**src/hdl/assert_macros.svh**
```systemverilog
// Assertion helpers shared by the histogram RTL.
// The module that uses them must have clk and rst_n in scope.
`ifndef ASSERT_MACROS_SVH
`define ASSERT_MACROS_SVH

// Checked only while out of reset
`define LBH_ASSERT(label, prop) \
    label: assert property (@(posedge clk) disable iff (!rst_n) prop) \
        else $error("histogram assertion failed");

// Checked at every edge, reset included
`define LBH_ASSERT_ALWAYS(label, prop) \
    label: assert property (@(posedge clk) prop) \
        else $error("histogram assertion failed");

`endif

```
**src/hdl/lbh_pkg.sv**
```systemverilog
`default_nettype none
package lbh_pkg;

    // Field widths
    localparam int FUNC_W   = 2;
    localparam int SAMPLE_W = 64;
    localparam int BUCKET_W = 5;
    localparam int OUT_W    = 32;

    // Counter storage
    localparam int COUNT_WIDTH = 32;
    localparam int NUM_BUCKETS = 18;

    // Power-of-two buckets: highest in-range value is 2^POW2_BITS
    localparam int POW2_BITS    = 15;
    // Decade buckets: bounds 10^1 .. 10^16
    localparam int DECADE_STEPS = 16;

    // Queue between front and back
    localparam int QUEUE_DEPTH = 2;
    localparam int QPTR_W      = (QUEUE_DEPTH > 1) ? $clog2(QUEUE_DEPTH) : 1;
    localparam int QCNT_W      = $clog2(QUEUE_DEPTH + 1);

    typedef logic [FUNC_W-1:0]      func_t;
    typedef logic [BUCKET_W-1:0]    bucket_t;
    typedef logic [SAMPLE_W-1:0]    sample_t;
    typedef logic [COUNT_WIDTH-1:0] cnt_t;
    typedef logic [OUT_W-1:0]       out_t;

    // Operation codes
    localparam func_t FUNC_RECORD = 2'd0;
    localparam func_t FUNC_READ   = 2'd1;
    localparam func_t FUNC_CLEAR  = 2'd2;

    localparam bucket_t ZERO_BUCKET = bucket_t'(0);
    localparam bucket_t OVF_BUCKET  = bucket_t'(NUM_BUCKETS - 1);
    localparam cnt_t    COUNT_MAX   = {COUNT_WIDTH{1'b1}};

    localparam sample_t DECADE_BOUND [DECADE_STEPS] = '{
        64'd10,
        64'd100,
        64'd1000,
        64'd10000,
        64'd100000,
        64'd1000000,
        64'd10000000,
        64'd100000000,
        64'd1000000000,
        64'd10000000000,
        64'd100000000000,
        64'd1000000000000,
        64'd10000000000000,
        64'd100000000000000,
        64'd1000000000000000,
        64'd10000000000000000
    };

    // Classified operation held in the queue
    typedef struct packed {
        func_t   func;
        bucket_t bucket;
        logic    nonzero;
    } op_t;

    // Queue status seen by both sides
    typedef struct packed {
        logic full;
        logic not_empty;
    } q_stat_t;

    // Low OUT_W bits of a counter, zero-extended when the counter is narrower
    function automatic out_t to_out(input cnt_t v);
        logic [63:0] wide;
        wide = 64'(v);
        return wide[OUT_W-1:0];
    endfunction

endpackage
`default_nettype wire

```
**src/hdl/lbh_if.sv**
```systemverilog
`default_nettype none

// Request channel: one operation per transfer
interface lbh_req_if import lbh_pkg::*; ();
    logic    valid;
    logic    ready;
    func_t   func;
    sample_t sample;
    bucket_t read_index;

    modport source (output valid, func, sample, read_index, input ready);
    modport sink   (input valid, func, sample, read_index, output ready);
endinterface

// Response channel: one result per transfer
interface lbh_rsp_if import lbh_pkg::*; ();
    logic    valid;
    logic    ready;
    bucket_t bucket;
    out_t    count;
    out_t    max_count;
    logic    seen_nonzero;

    modport source (output valid, bucket, count, max_count, seen_nonzero, input ready);
    modport sink   (input valid, bucket, count, max_count, seen_nonzero, output ready);
endinterface
`default_nettype wire

```
**src/hdl/lbh_front.sv**
```systemverilog
`default_nettype none
module lbh_front import lbh_pkg::*; (
    lbh_req_if.sink  req,
    input  logic     scale_mode,
    input  q_stat_t  stat,
    output logic     push,
    output op_t      push_data
);

    logic                    is_zero;
    logic                    pow2_over;
    logic [POW2_BITS:0]      pow2_dec;
    logic [POW2_BITS-1:0]    pow2_m;
    bucket_t                 pow2_bits;
    bucket_t                 pow2_bucket;
    logic [DECADE_STEPS-1:0] dec_thermo;
    bucket_t                 dec_bucket;
    bucket_t                 rec_bucket;

    // Accept whenever the queue has room
    assign req.ready = !stat.full;
    assign push      = req.valid && req.ready;

    assign is_zero = (req.sample == '0);

    // Power-of-two: bucket = bit length of (v - 1) plus one
    assign pow2_over = (|req.sample[SAMPLE_W-1:POW2_BITS+1])
                    || (req.sample[POW2_BITS] && (|req.sample[POW2_BITS-1:0]));
    assign pow2_dec  = req.sample[POW2_BITS:0] - (POW2_BITS+1)'(1);
    assign pow2_m    = pow2_dec[POW2_BITS-1:0];

    always_comb
    begin
        pow2_bits = '0;
        for (int i = 0; i < POW2_BITS; i++)
        begin
            if (pow2_m[i])
                pow2_bits = bucket_t'(i + 1);
        end
    end

    assign pow2_bucket = is_zero   ? ZERO_BUCKET :
                         pow2_over ? OVF_BUCKET  :
                                     pow2_bits + bucket_t'(1);

    // Decade: parallel compares against every bound, count the passes
    always_comb
    begin
        for (int i = 0; i < DECADE_STEPS; i++)
            dec_thermo[i] = (req.sample >= DECADE_BOUND[i]);
    end

    assign dec_bucket = is_zero ? ZERO_BUCKET
                                : bucket_t'($countones(dec_thermo)) + bucket_t'(1);

    assign rec_bucket = scale_mode ? dec_bucket : pow2_bucket;

    // Queue entry: records carry their bucket, reads the requested index, others bucket zero
    always_comb
    begin
        push_data.func    = req.func;
        push_data.nonzero = !is_zero;
        case (req.func)
            FUNC_RECORD: push_data.bucket = rec_bucket;
            FUNC_READ:   push_data.bucket = req.read_index;
            default:     push_data.bucket = ZERO_BUCKET;
        endcase
    end

endmodule
`default_nettype wire

```
**src/hdl/lbh_queue.sv**
```systemverilog
`default_nettype none
`include "assert_macros.svh"
module lbh_queue import lbh_pkg::*; (
    input  logic    clk,
    input  logic    rst_n,
    input  logic    push,
    input  op_t     push_data,
    input  logic    pop,
    output op_t     head,
    output q_stat_t stat
);

    op_t               entries_reg [QUEUE_DEPTH];
    logic [QPTR_W-1:0] wr_ptr_reg;
    logic [QPTR_W-1:0] rd_ptr_reg;
    logic [QCNT_W-1:0] count_reg;
    logic [QPTR_W-1:0] wr_ptr_next;
    logic [QPTR_W-1:0] rd_ptr_next;

    assign stat.full      = (count_reg == QCNT_W'(QUEUE_DEPTH));
    assign stat.not_empty = (count_reg != '0);
    assign head           = entries_reg[rd_ptr_reg];

    // Pointer wrap
    assign wr_ptr_next = (wr_ptr_reg == QPTR_W'(QUEUE_DEPTH - 1)) ? '0
                                                                  : wr_ptr_reg + QPTR_W'(1);
    assign rd_ptr_next = (rd_ptr_reg == QPTR_W'(QUEUE_DEPTH - 1)) ? '0
                                                                  : rd_ptr_reg + QPTR_W'(1);

    // Control
    always_ff @(posedge clk or negedge rst_n)
    begin
        if (!rst_n)
        begin
            wr_ptr_reg <= '0;
            rd_ptr_reg <= '0;
            count_reg  <= '0;
        end
        else
        begin
            if (push)
                wr_ptr_reg <= wr_ptr_next;
            if (pop)
                rd_ptr_reg <= rd_ptr_next;
            case ({push, pop})
                2'b10:   count_reg <= count_reg + QCNT_W'(1);
                2'b01:   count_reg <= count_reg - QCNT_W'(1);
                default: count_reg <= count_reg;
            endcase
        end
    end

    // Storage
    always_ff @(posedge clk)
    begin
        if (push)
            entries_reg[wr_ptr_reg] <= push_data;
    end

    `LBH_ASSERT_ALWAYS(a_q_bound, !rst_n || count_reg <= QCNT_W'(QUEUE_DEPTH))
    `LBH_ASSERT(a_q_no_overrun, push |-> !stat.full)
    `LBH_ASSERT(a_q_no_underrun, pop |-> stat.not_empty)

endmodule
`default_nettype wire

```
**src/hdl/lbh_back.sv**
```systemverilog
`default_nettype none
`include "assert_macros.svh"
module lbh_back import lbh_pkg::*; (
    input  logic     clk,
    input  logic     rst_n,
    input  op_t      head,
    input  q_stat_t  stat,
    output logic     pop,
    lbh_rsp_if.source rsp
);

    cnt_t    counts_reg [NUM_BUCKETS];
    cnt_t    max_reg;
    logic    flag_reg;
    logic    out_valid_reg;
    bucket_t out_bucket_reg;
    out_t    out_count_reg;
    out_t    out_max_reg;
    logic    out_flag_reg;

    logic    in_range;
    cnt_t    cur;
    cnt_t    count_next;
    cnt_t    max_next;
    logic    flag_next;

    // Take the next operation when the result register is free or draining
    assign pop = stat.not_empty && (!out_valid_reg || rsp.ready);

    // Read-modify-write of the addressed counter
    assign in_range   = (head.bucket < bucket_t'(NUM_BUCKETS));
    assign cur        = in_range ? counts_reg[head.bucket] : '0;
    assign count_next = (cur == COUNT_MAX) ? cur : cur + cnt_t'(1);
    assign max_next   = (count_next > max_reg) ? count_next : max_reg;
    assign flag_next  = flag_reg || head.nonzero;

    // Histogram state and result valid
    always_ff @(posedge clk or negedge rst_n)
    begin
        if (!rst_n)
        begin
            for (int i = 0; i < NUM_BUCKETS; i++)
                counts_reg[i] <= '0;
            max_reg       <= '0;
            flag_reg      <= 1'b0;
            out_valid_reg <= 1'b0;
        end
        else
        begin
            if (pop)
                out_valid_reg <= 1'b1;
            else if (rsp.ready)
                out_valid_reg <= 1'b0;

            if (pop)
            begin
                case (head.func)
                    FUNC_RECORD:
                    begin
                        counts_reg[head.bucket] <= count_next;
                        max_reg                 <= max_next;
                        flag_reg                <= flag_next;
                    end
                    FUNC_CLEAR:
                    begin
                        for (int i = 0; i < NUM_BUCKETS; i++)
                            counts_reg[i] <= '0;
                        max_reg  <= '0;
                        flag_reg <= 1'b0;
                    end
                    default:
                    begin
                    end
                endcase
            end
        end
    end

    // Result payload
    always_ff @(posedge clk)
    begin
        if (pop)
        begin
            case (head.func)
                FUNC_RECORD:
                begin
                    out_bucket_reg <= head.bucket;
                    out_count_reg  <= to_out(count_next);
                    out_max_reg    <= to_out(max_next);
                    out_flag_reg   <= flag_next;
                end
                FUNC_READ:
                begin
                    out_bucket_reg <= head.bucket;
                    out_count_reg  <= to_out(cur);
                    out_max_reg    <= to_out(max_reg);
                    out_flag_reg   <= flag_reg;
                end
                FUNC_CLEAR:
                begin
                    out_bucket_reg <= ZERO_BUCKET;
                    out_count_reg  <= '0;
                    out_max_reg    <= '0;
                    out_flag_reg   <= 1'b0;
                end
                default:
                begin
                    out_bucket_reg <= ZERO_BUCKET;
                    out_count_reg  <= '0;
                    out_max_reg    <= to_out(max_reg);
                    out_flag_reg   <= flag_reg;
                end
            endcase
        end
    end

    assign rsp.valid        = out_valid_reg;
    assign rsp.bucket       = out_bucket_reg;
    assign rsp.count        = out_count_reg;
    assign rsp.max_count    = out_max_reg;
    assign rsp.seen_nonzero = out_flag_reg;

    `LBH_ASSERT(a_clear_zeroes, pop && head.func == FUNC_CLEAR |=> max_reg == '0 && !flag_reg)
    `LBH_ASSERT(a_max_covers, pop && head.func == FUNC_RECORD |=> max_reg >= $past(count_next))
    `LBH_ASSERT(a_flag_sticky, flag_reg && !(pop && head.func == FUNC_CLEAR) |=> flag_reg)

endmodule
`default_nettype wire

```
**src/hdl/log_bucket_histogram_unit.sv**
```systemverilog
// Log-scale histogram of 18 saturating counters. A record transfer classifies
// a 64-bit sample into a power-of-two or decade bucket (scale_mode) and bumps
// that counter; a read transfer returns one bucket's count; a clear transfer
// zeroes all counters, the running maximum and the nonzero flag. Every request
// gives exactly one response. The front classifies in the accept cycle and
// pushes into a two-entry queue; the back does the counter read-modify-write
// and loads the response register in the same cycle, so the block sustains
// one request per cycle while rsp.ready stays high. A request passes through
// a queue entry and then the response register before its response is valid.
// The counter update in the back sets the request rate; a stalled response
// fills the queue and then drops req.ready. Counters are cleared by reset
// directly, with no clearing pass. Write scale_mode only while no request is
// in flight.
`default_nettype none
module log_bucket_histogram_unit import lbh_pkg::*; (
    input  logic      clk,
    input  logic      rst_n,
    input  logic      cfg_wr_en,
    input  logic      cfg_wr_data,
    lbh_req_if.sink   req,
    lbh_rsp_if.source rsp
);

    logic    scale_mode_reg;
    logic    push;
    op_t     push_data;
    logic    pop;
    op_t     head;
    q_stat_t stat;

    // Configuration register
    always_ff @(posedge clk or negedge rst_n)
    begin
        if (!rst_n)
            scale_mode_reg <= 1'b0;
        else if (cfg_wr_en)
            scale_mode_reg <= cfg_wr_data;
    end

    lbh_front u_front (
        .req        (req),
        .scale_mode (scale_mode_reg),
        .stat       (stat),
        .push       (push),
        .push_data  (push_data)
    );

    lbh_queue u_queue (
        .clk        (clk),
        .rst_n      (rst_n),
        .push       (push),
        .push_data  (push_data),
        .pop        (pop),
        .head       (head),
        .stat       (stat)
    );

    lbh_back u_back (
        .clk        (clk),
        .rst_n      (rst_n),
        .head       (head),
        .stat       (stat),
        .pop        (pop),
        .rsp        (rsp)
    );

endmodule
`default_nettype wire
```
**src/flat_wrapper.sv**
```systemverilog
// flat-port wrapper written by rule: the top's interface ports become plain ports
module log_bucket_histogram_unit_flat import lbh_pkg::*;
  (clk, rst_n, cfg_wr_en, cfg_wr_data, req_valid, req_func, req_sample, req_read_index, req_ready, rsp_valid, rsp_bucket, rsp_count, rsp_max_count, rsp_seen_nonzero, rsp_ready);
  lbh_req_if req_i ();
  lbh_rsp_if rsp_i ();
  input  logic clk;
  input  logic rst_n;
  input  logic cfg_wr_en;
  input  logic cfg_wr_data;
  input wire logic [$bits(req_i.valid)-1:0] req_valid;
  input wire logic [$bits(req_i.func)-1:0] req_func;
  input wire logic [$bits(req_i.sample)-1:0] req_sample;
  input wire logic [$bits(req_i.read_index)-1:0] req_read_index;
  output wire logic [$bits(req_i.ready)-1:0] req_ready;
  output wire logic [$bits(rsp_i.valid)-1:0] rsp_valid;
  output wire logic [$bits(rsp_i.bucket)-1:0] rsp_bucket;
  output wire logic [$bits(rsp_i.count)-1:0] rsp_count;
  output wire logic [$bits(rsp_i.max_count)-1:0] rsp_max_count;
  output wire logic [$bits(rsp_i.seen_nonzero)-1:0] rsp_seen_nonzero;
  input wire logic [$bits(rsp_i.ready)-1:0] rsp_ready;
  assign req_i.valid = req_valid;
  assign req_i.func = req_func;
  assign req_i.sample = req_sample;
  assign req_i.read_index = req_read_index;
  assign req_ready = req_i.ready;
  assign rsp_valid = rsp_i.valid;
  assign rsp_bucket = rsp_i.bucket;
  assign rsp_count = rsp_i.count;
  assign rsp_max_count = rsp_i.max_count;
  assign rsp_seen_nonzero = rsp_i.seen_nonzero;
  assign rsp_i.ready = rsp_ready;
  log_bucket_histogram_unit u_core (.clk(clk), .rst_n(rst_n), .cfg_wr_en(cfg_wr_en), .cfg_wr_data(cfg_wr_data), .req(req_i), .rsp(rsp_i));
endmodule
```
**config.mk**
```make
export PLATFORM = sky130hd
export DESIGN_NAME = log_bucket_histogram_unit_flat
export DESIGN_NICKNAME = d
export VERILOG_FILES = /design/src/hdl/lbh_pkg.sv /design/src/hdl/lbh_if.sv /design/src/hdl/lbh_front.sv /design/src/hdl/lbh_queue.sv /design/src/hdl/lbh_back.sv /design/src/hdl/log_bucket_histogram_unit.sv /design/src/flat_wrapper.sv
export VERILOG_INCLUDE_DIRS = /design/src /design/src/hdl
export SDC_FILE = /design/constraint.sdc
export NUM_CORES = 1
export LEC_CHECK = 0
export BUFFER_PORTS_ARGS = -buffer_cell sky130_fd_sc_hd__buf_2
export CAP_MARGIN = 20
export CORE_MARGIN = 2
export CORE_UTILIZATION = 50
export DETAILED_ROUTE_END_ITERATION = 16
export GPL_TIMING_DRIVEN = 0
export PLACE_DENSITY = 0.67
export SETUP_SLACK_MARGIN = 0.4
export SLEW_MARGIN = 20
export SYNTH_ARGS = -nofsm -noshare
export SYNTH_HDL_FRONTEND = slang
export SYNTH_SLANG_ARGS = --single-unit
```
**constraint.sdc**
```tcl
create_clock -name clk -period 9 [get_ports clk]
set_clock_uncertainty 0.2 [all_clocks]
set_input_delay 1.8 -clock clk [delete_from_list [all_inputs] [get_ports clk]]
set_output_delay 1.8 -clock clk [all_outputs]
set_load 0.1 [all_outputs]
```
==> results.md, run 1 <==
* CP max FO at 10
* CTS tree: built
* Min Tclk post-route at 8.63 ns
* Worst setup path startpoint: u_core.u_queue.rd_ptr_reg$_DFFE_PN0P_
* Outcome: finished clean
* Sw frac at 0.507
* Clk sink count at 701
* Fraction of registers with async set or reset after synthesis at 0.877
* Netlist Area Pre-Place at 35,000 µm²
* Endpoint of the most critical setup path: u_core.u_back.rsp.max_count[28]$_DFFE_PP_
* Depth of the critical timing path with buffers and inverters included at 27
* Unrepaired setup endpoints after global routing: false
* Leakage at 17.0 nW
* Internal reg-to-reg setup slack at 0.37 ns
* Place WS at -1.83 ns
* Top post-synthesis cells by area: dfrtp_1, edfxtp_1, nand2_1, o21ai_0, o21ai_1
* Proportion of layout cells with a drive suffix above 1 at 0.129
* Final hold violation count at 0
* Worst flop-to-flop path startpoint: u_core.u_queue.rd_ptr_reg$_DFFE_PN0P_
* # DRC at 0
* Number of flip-flops under the largest register name at 576
* Share of synthesized area occupied by flip-flops and latches at 0.513
* Routed WL at 142,000 µm
* I/O pin total at 149
* Post-synthesis register bit count at 701
* Type of the worst setup path: flop to flop
* Fin Setup TNS at 0 ns
* Total number of nets in the final design at 4,077
* Number of clock buffers inserted by TritonCTS at 76
* Die outline area at 72,200 µm²
* Critical register-to-register path endpoint: u_core.u_back.rsp.max_count[28]$_DFFE_PP_
* Total number of H-tree levels at 3
* Internal power consumption at 7.45 mW
* Setup slack after layout at 0.367 ns
* Maximum number of pins on one net before global-route repair at 97
* Floorplan Core Area at 69,700 µm²
* Number of setup violations in the final report at 0
* Worst rel slew slack at 0.209
* Cell area after placement at 37,300 µm²
* Transition at the pin with the smallest max-transition slack at 1.19 ns
* Synthesized area per cell at 9.45 µm²
* Final Max Tran Viols at 0
* Placer's final routability congestion estimate at 1.05
* Utilization after layout at 0.575
* # placed instances at 4,800
* Sequential fraction of design power at 0.275
* Element type at the critical path end: flop
* Power share of the combinational group at 0.514
* Vertical die dimension at 269 µm
* Warnings from Yosys at 0
* All-layer global routing usage at 0.395
* CTS hold repair buffers at 0
* Horiz. Die Dim at 269 µm
* Most common cell in the synthesized netlist: nand2_1
* FILL cells at 6,322
* Period utilization at 0.959
* Detailed Place HPWL at 104,000 µm
* GRT Residual Overflow at 0
* Wire length of the first global-routing pass at 207,000 µm
* Startpoint kind of the worst setup timing path: flop
* DR pass1 iterations at 8
* Final instance count without filler cells at 4,953
* Total non-filler cell area in the finished layout at 40,000 µm²
* Routed wire per std cell at 28.7 µm
* PortBufs at 138
* Dominant cell type by area after synthesis: dfrtp_1
* Antenna violations before repair at 7
* Worst hold path type: flop to flop
* Reg2reg path depth at 27
* Max stage delay cell, worst path: clkdlybuf4s15_1
* Syn_nets at 3,839
* Std-Cell Rows at 97
* Arrival time at the worst endpoint at 8.80 ns
* Power after layout at 15.1 mW
* Via count normalized by instance count at 6.54
* Power share of the clock group at 0.210
* Total number of vias at 32,372
* Bufs and invs on worst path at 8
* Maximum clock insertion buffer count at 3
* Area share of the largest cell type after synthesis at 0.439
* Vias in the first global route at 30,693
* Number of maximum-capacitance constraint violations at 0
* Switch Pwr at 7.65 mW
* Violation count after the first detailed-route iteration at 4,383
* Area Overhead vs Synth at 14.2%
* Clk Tree Root Cell: clkbuf_16
* Most common library cells after synthesis: nand2_1, dfrtp_1, o21ai_0
* Number of instances in the synthesized netlist at 3,708
* Stage delay of the slowest cell on the critical path at 0.86 ns
* Total power divided by cell area at 377 nW/µm²
* Most used flip-flop cell after synthesis: dfrtp_1
* Number of enable-type register cells in the synthesized netlist at 86
* Category of cells accounting for the largest share of critical-path delay: simple AND/OR/NAND/NOR gates
* Worst Hold Margin at 0.275 ns
* Clock-pin slew on the worst setup and hold paths at 0.06 ns
* Clock latency on the worst-skew pair at 0.67 ns
* Maximum ir drop on the vdd rail at 0.350 mV
* Library cells used by synthesis at 97
* Hold Startpoint: u_core.u_back.counts_reg[307]$_DFFE_PN0P_
* Achievable clock frequency at 0.116 GHz
* Required time of the worst setup path at 9.17 ns
* Initial Util at 0.503
* Antenna-violating nets left at 0
worst min path at each step:
stage	endpoint	depth (start not counted)
3_3_place_gp	u_core.u_back.counts_reg[199]$_DFFE_PN0P_	2
6_report	u_core.u_back.counts_reg[307]$_DFFE_PN0P_	2
5_1_grt	u_core.u_back.counts_reg[209]$_DFFE_PN0P_	2
4_1_cts	u_core.u_back.counts_reg[267]$_DFFE_PN0P_	2
2_1_floorplan	u_core.u_back.counts_reg[262]$_DFFE_PN0P_	2
3_5_place_dp	u_core.u_back.counts_reg[267]$_DFFE_PN0P_	2
cell families (layout without fill, tap and decap cells):
| kind of cell | after synthesis | after routing | share of synthesized area |
|---|---|---|---|
| AOI/OAI and AO/OA | 1265 | 1265 | 0.209 |
| xor gates and xnor gates | 59 | 59 | 0.0147 |
| adders and majority gates | 54 | 54 | 0.0214 |
| buffers and inverters | 431 | 733 | 0.0555 |
| DFF | 701 | 701 | 0.513 |
| muxes | 95 | 95 | 0.0393 |
| other | 0 | 3 | 0 |
| and+or+nand+nor | 1103 | 1103 | 0.147 |
layer usage:
layer,vias up,GRT usage,share of wire
met3,517,0.135,0.13
met5,-,0,0.0010
met1,15851,0.500,0.37
met4,12,0.236,0.069
li1,13753,-,-
met2,2239,0.587,0.43
tightest hold or removal path, delay by kind of cell, from the launching register on:
kind            cells  cell delay (ns)
flops               1             0.33
compound gates      1             0.06
simple gates        1             0.04
power by group through the flow:
stage | clock network [mW] | registers, mW | logic, mW
final | 3.17 | 4.16 | 7.76
after global routing | 3.29 | 4.21 | 8.00
after CTS | 3.15 | 4.15 | 7.39
after detailed placement | 0 | 4.20 | 7.29
after global placement | 0 | 4.22 | 7.18
after floorplan | 0 | 5.31 | 3.41
layout by cell type, fill, tap and decap left out, types with 36 or more instances in the layout:
master / n
clkbuf_1: 213
buf_2: 218
buf_4: 36
a22o_1: 65
clkbuf_16: 78
nand3_1: 37
dfrtp_1: 615
o22ai_1: 160
o21ai_0: 494
inv_1: 83
ha_1: 43
nand2_1: 669
xnor2_1: 41
o21ai_1: 278
mux2i_1: 55
edfxtp_1: 86
a21oi_1: 97
nor2_1: 123
cell type report:
| type | instances | area [µm²] | area share |
|---|---|---|---|
| diodes | 3 | 7.51 | 0.000188 |
| plain buffers | 347 | 1710 | 0.0428 |
| clock buffers | 107 | 2190 | 0.0547 |
| clock inverters | 35 | 298 | 0.00744 |
| inverters | 84 | 315 | 0.00788 |
| multi-input cells | 2576 | 15300 | 0.381 |
| flip-flops and latches | 701 | 18000 | 0.449 |
| well taps | 940 | 1180 | 0.0294 |
| repair buffers | 160 | 1100 | 0.0274 |
timing repair:
item / in CTS / in global routing
endpoints found under the setup margin: 64 / 68
resized for setup: 38 / 37
pin swaps: 3 / 2
setup buffers: 3 / 5
(Power assumes the default switching activity.)
==> run 2: changes to the inputs <==
--- a/config.mk
+++ b/config.mk
@@ -11,8 +11,8 @@
 export CORE_MARGIN = 2
 export CORE_UTILIZATION = 50
 export DETAILED_ROUTE_END_ITERATION = 16
-export GPL_TIMING_DRIVEN = 0
-export PLACE_DENSITY = 0.67
+export GPL_TIMING_DRIVEN = 1
+export PLACE_DENSITY = 0.69
 export SETUP_SLACK_MARGIN = 0.4
 export SLEW_MARGIN = 20
 export SYNTH_ARGS = -nofsm -noshare
==> constraint.sdc (replaced) <==
create_clock -name clk -period 7.9 [get_ports clk]
set_clock_uncertainty 0.2 [all_clocks]
set_input_delay 1.58 -clock clk [delete_from_list [all_inputs] [get_ports clk]]
set_output_delay 1.58 -clock clk [all_outputs]
set_load 0.1 [all_outputs]
==> run 2 against run 1 <==
  * Critical path depth decreased by 3
  * Highest routed layer is now met4
  * Combinational power increased by 3%
  * Non-clock buffer count decreased by 211
  * Sequential cell count unchanged
  * Die area unchanged
  * Utilization decreased by 1.2 points
  * Sequential power increased by 14%
  * Clock power increased by 8.8%
  * Register-to-register slack improved by 0.29 ns
  * Final area decreased by 2.0%
==> results.md, run 2 (same netlist as run 1, synthesis figures left out) <==
* Switch Pwr at 7.76 mW (+1.4%)
* Sequential fraction of design power at 0.294 (+0.019)
* Type of the worst setup path: flop to flop
* Clk sink count at 701 (unchanged)
* Period utilization at 0.916 (-0.0429)
* # DRC at 0 (unchanged)
* Final instance count without filler cells at 4,730 (-4.5%)
* Area Overhead vs Synth at 11.9%
* Violation count after the first detailed-route iteration at 3,608 (-18%)
* I/O pin total at 149 (unchanged)
* Arrival time at the worst endpoint at 7.39 ns (-1.41 ns)
* Vias in the first global route at 29,891 (-2.6%)
* Total number of vias at 30,657 (-5.3%)
* Die outline area at 72,200 µm² (unchanged)
* Power share of the clock group at 0.213 (+0.003)
* Category of cells accounting for the largest share of critical-path delay: simple AND/OR/NAND/NOR gates
* Initial Util at 0.503 (unchanged)
* Detailed Place HPWL at 79,600 µm (-24%)
* Number of flip-flops under the largest register name at 576 (unchanged)
* Outcome: finished clean
* CP max FO at 27 (+17)
* Element type at the critical path end: flop
* Max stage delay cell, worst path: and2_2
* Horiz. Die Dim at 269 µm (unchanged)
* Startpoint kind of the worst setup timing path: flop
* Clock-pin slew on the worst setup and hold paths at 0.06 ns (about the same)
* Floorplan Core Area at 69,700 µm² (unchanged)
* Final hold violation count at 0 (unchanged)
* Maximum ir drop on the vdd rail at 0.352 mV (+0.49%)
* Maximum number of pins on one net before global-route repair at 149 (+54%)
* Number of clock buffers inserted by TritonCTS at 72 (-5.3%)
* Bufs and invs on worst path at 5 (-3)
* Unrepaired setup endpoints after global routing: false
* Std-Cell Rows at 97 (unchanged)
* Antenna violations before repair at 8 (+1)
* Maximum clock insertion buffer count at 3 (unchanged)
* Vertical die dimension at 269 µm (unchanged)
* Wire length of the first global-routing pass at 186,000 µm (-9.9%)
* Achievable clock frequency at 0.138 GHz (+19%)
* Power share of the combinational group at 0.493 (-0.021)
* Fin Setup TNS at 0 ns (unchanged)
* Placer's final routability congestion estimate at 0.959 (-8.5%)
* GRT Residual Overflow at 0 (unchanged)
* Number of setup violations in the final report at 0 (unchanged)
* Postcts setup bufs at 0 (-3)
* Worst hold path type: flop to flop
* Leakage at 16.7 nW (-1.4%)
* Via count normalized by instance count at 6.48 (-0.83%)
* PortBufs at 148 (+7.2%)
* Sw frac at 0.480 (-0.0264)
* Antenna-violating nets left at 0 (unchanged)
* Worst Hold Margin at 0.276 ns (+0.00118 ns)
* Total number of nets in the final design at 3,864 (-5.2%)
* Min Tclk post-route at 7.24 ns (-1.39 ns)
* Cells along the critical path: or3b_1, and2_2, o22ai_1, o21ai_0, and4b_1, nand4_1, nor4_4, buf_12, buf_4, nand2_2, mux2i_2, inv_2, ha_1, nor2b_1, o31ai_1, a21oi_1, o21a_1, o21a_1, o31ai_1, a21oi_1, nand3_1, buf_4, inv_1, a22o_1
* Clock latency on the worst-skew pair at 0.63 ns (-0.04 ns)
* Stage delay of the slowest cell on the critical path at 0.70 ns (-0.16 ns)
* Most common cell after layout, fill and taps aside: nand2_1
* All-layer global routing usage at 0.344 (-0.0505)
* Total power divided by cell area at 412 nW/µm² (+9.2%)
* Internal power consumption at 8.39 mW (+13%)
* Proportion of layout cells with a drive suffix above 1 at 0.139 (+0.0100)
* Number of maximum-capacitance constraint violations at 0 (unchanged)
* Final Max Tran Viols at 0 (unchanged)
* Worst rel slew slack at 0.268 (+0.0584)
* Clk Tree Root Cell: clkbuf_16
* # placed instances at 4,597 (-4.2%)
* Power after layout at 16.1 mW (+7.0%)
* Routed WL at 124,000 µm (-13%)
* Required time of the worst setup path at 8.05 ns (-1.12 ns)
* DR pass1 iterations at 6 (-2)
* CTS tree: built
* Total number of H-tree levels at 3 (unchanged)
* Commonest cells after routing, fill and taps aside: nand2_1, dfrtp_1, o21ai_0
* Routed wire per std cell at 26.2 µm (-8.6%)
* Transition at the pin with the smallest max-transition slack at 1.09 ns (-0.0914 ns)
[run 2: cell types whose count changed in the layout (fill, tap and decap cells not counted), moves of 11 or more]
cell / delta
clkbuf_1: -198
buf_4: +99
buf_2: -71
buf_16: -11
buf_6: -11
clkbuf_2: -11
[run 2: repair_timing]
action	CTS	global route
endpoints found under the setup margin	0	64
gates resized for setup	0	2
hold buffers	0	0
[run 2: power groups by stage]
| stage | sequential (mW) | clock [mW] | combinational (mW) |
|---|---|---|---|
| after floorplan | 6.05 | 0 | 3.88 |
| after global placement | 4.78 | 0 | 7.67 |
| after detailed placement | 4.79 | 0 | 7.73 |
| after CTS | 4.73 | 3.46 | 7.76 |
| after global routing | 4.81 | 3.60 | 8.34 |
| final | 4.74 | 3.45 | 7.96 |
[run 2: final timing paths]
check	start	endpoint	slack (ns)	depth (start not counted)
setup / recovery	u_core.u_queue.rd_ptr_reg$_DFFE_PN0P_	u_core.u_back.rsp.max_count[0]$_DFFE_PP_	0.66	24
max in group asynchronous	rst_n	u_core.u_queue.rd_ptr_reg$_DFFE_PN0P_	5.28	2
setup reg to reg	u_core.u_queue.rd_ptr_reg$_DFFE_PN0P_	u_core.u_back.rsp.max_count[0]$_DFFE_PP_	0.66	24
min in group asynchronous	rst_n	u_core.u_back.counts_reg[471]$_DFFE_PN0P_	0.79	1
hold / removal	u_core.u_back.counts_reg[309]$_DFFE_PN0P_	u_core.u_back.counts_reg[309]$_DFFE_PN0P_	0.28	2
hold reg to reg	u_core.u_back.counts_reg[309]$_DFFE_PN0P_	u_core.u_back.counts_reg[309]$_DFFE_PN0P_	0.28	2
[run 2: final cells by class]
| class | count | area, µm² |
|---|---|---|
| fillers | 6181 | 30400 |
| flip-flops and latches | 701 | 18000 |
| multi-input cells | 2578 | 15300 |
| clock buffers | 105 | 2140 |
| repair buffers | 296 | 2020 |
| well taps | 940 | 1180 |
| inverters | 84 | 315 |
| clock inverters | 21 | 231 |
| diodes | 5 | 12.5 |
[run 2: metal layers]
metal	vias to the layer above	share of wire	GRT usage
met1	14866	0.38	0.444
met3	484	0.11	0.0828
met5	-	0	0
met4	0	0.062	0.195
li1	13282	-	-
met2	2025	0.45	0.534
[run 2: worst register-to-register path: cells and delay by family (launching register included)]
kind	cells	cell delay, ns
simple gates	8	2.87
compound gates	9	1.88
buf+inv	5	0.82
mux	1	0.32
fa+ha+maj	1	0.28
flops	1	0.61
[run 2: through the flow]
stage                     cell area (µm²)  setup slack [ns]   util
after floorplan                     35000             0.511      -
after global placement              36800             0.238  0.528
after detailed placement            36800             0.134  0.528
after CTS                           39200             0.467  0.563
after global routing                39200             0.431  0.563
final                               39200             0.662  0.563
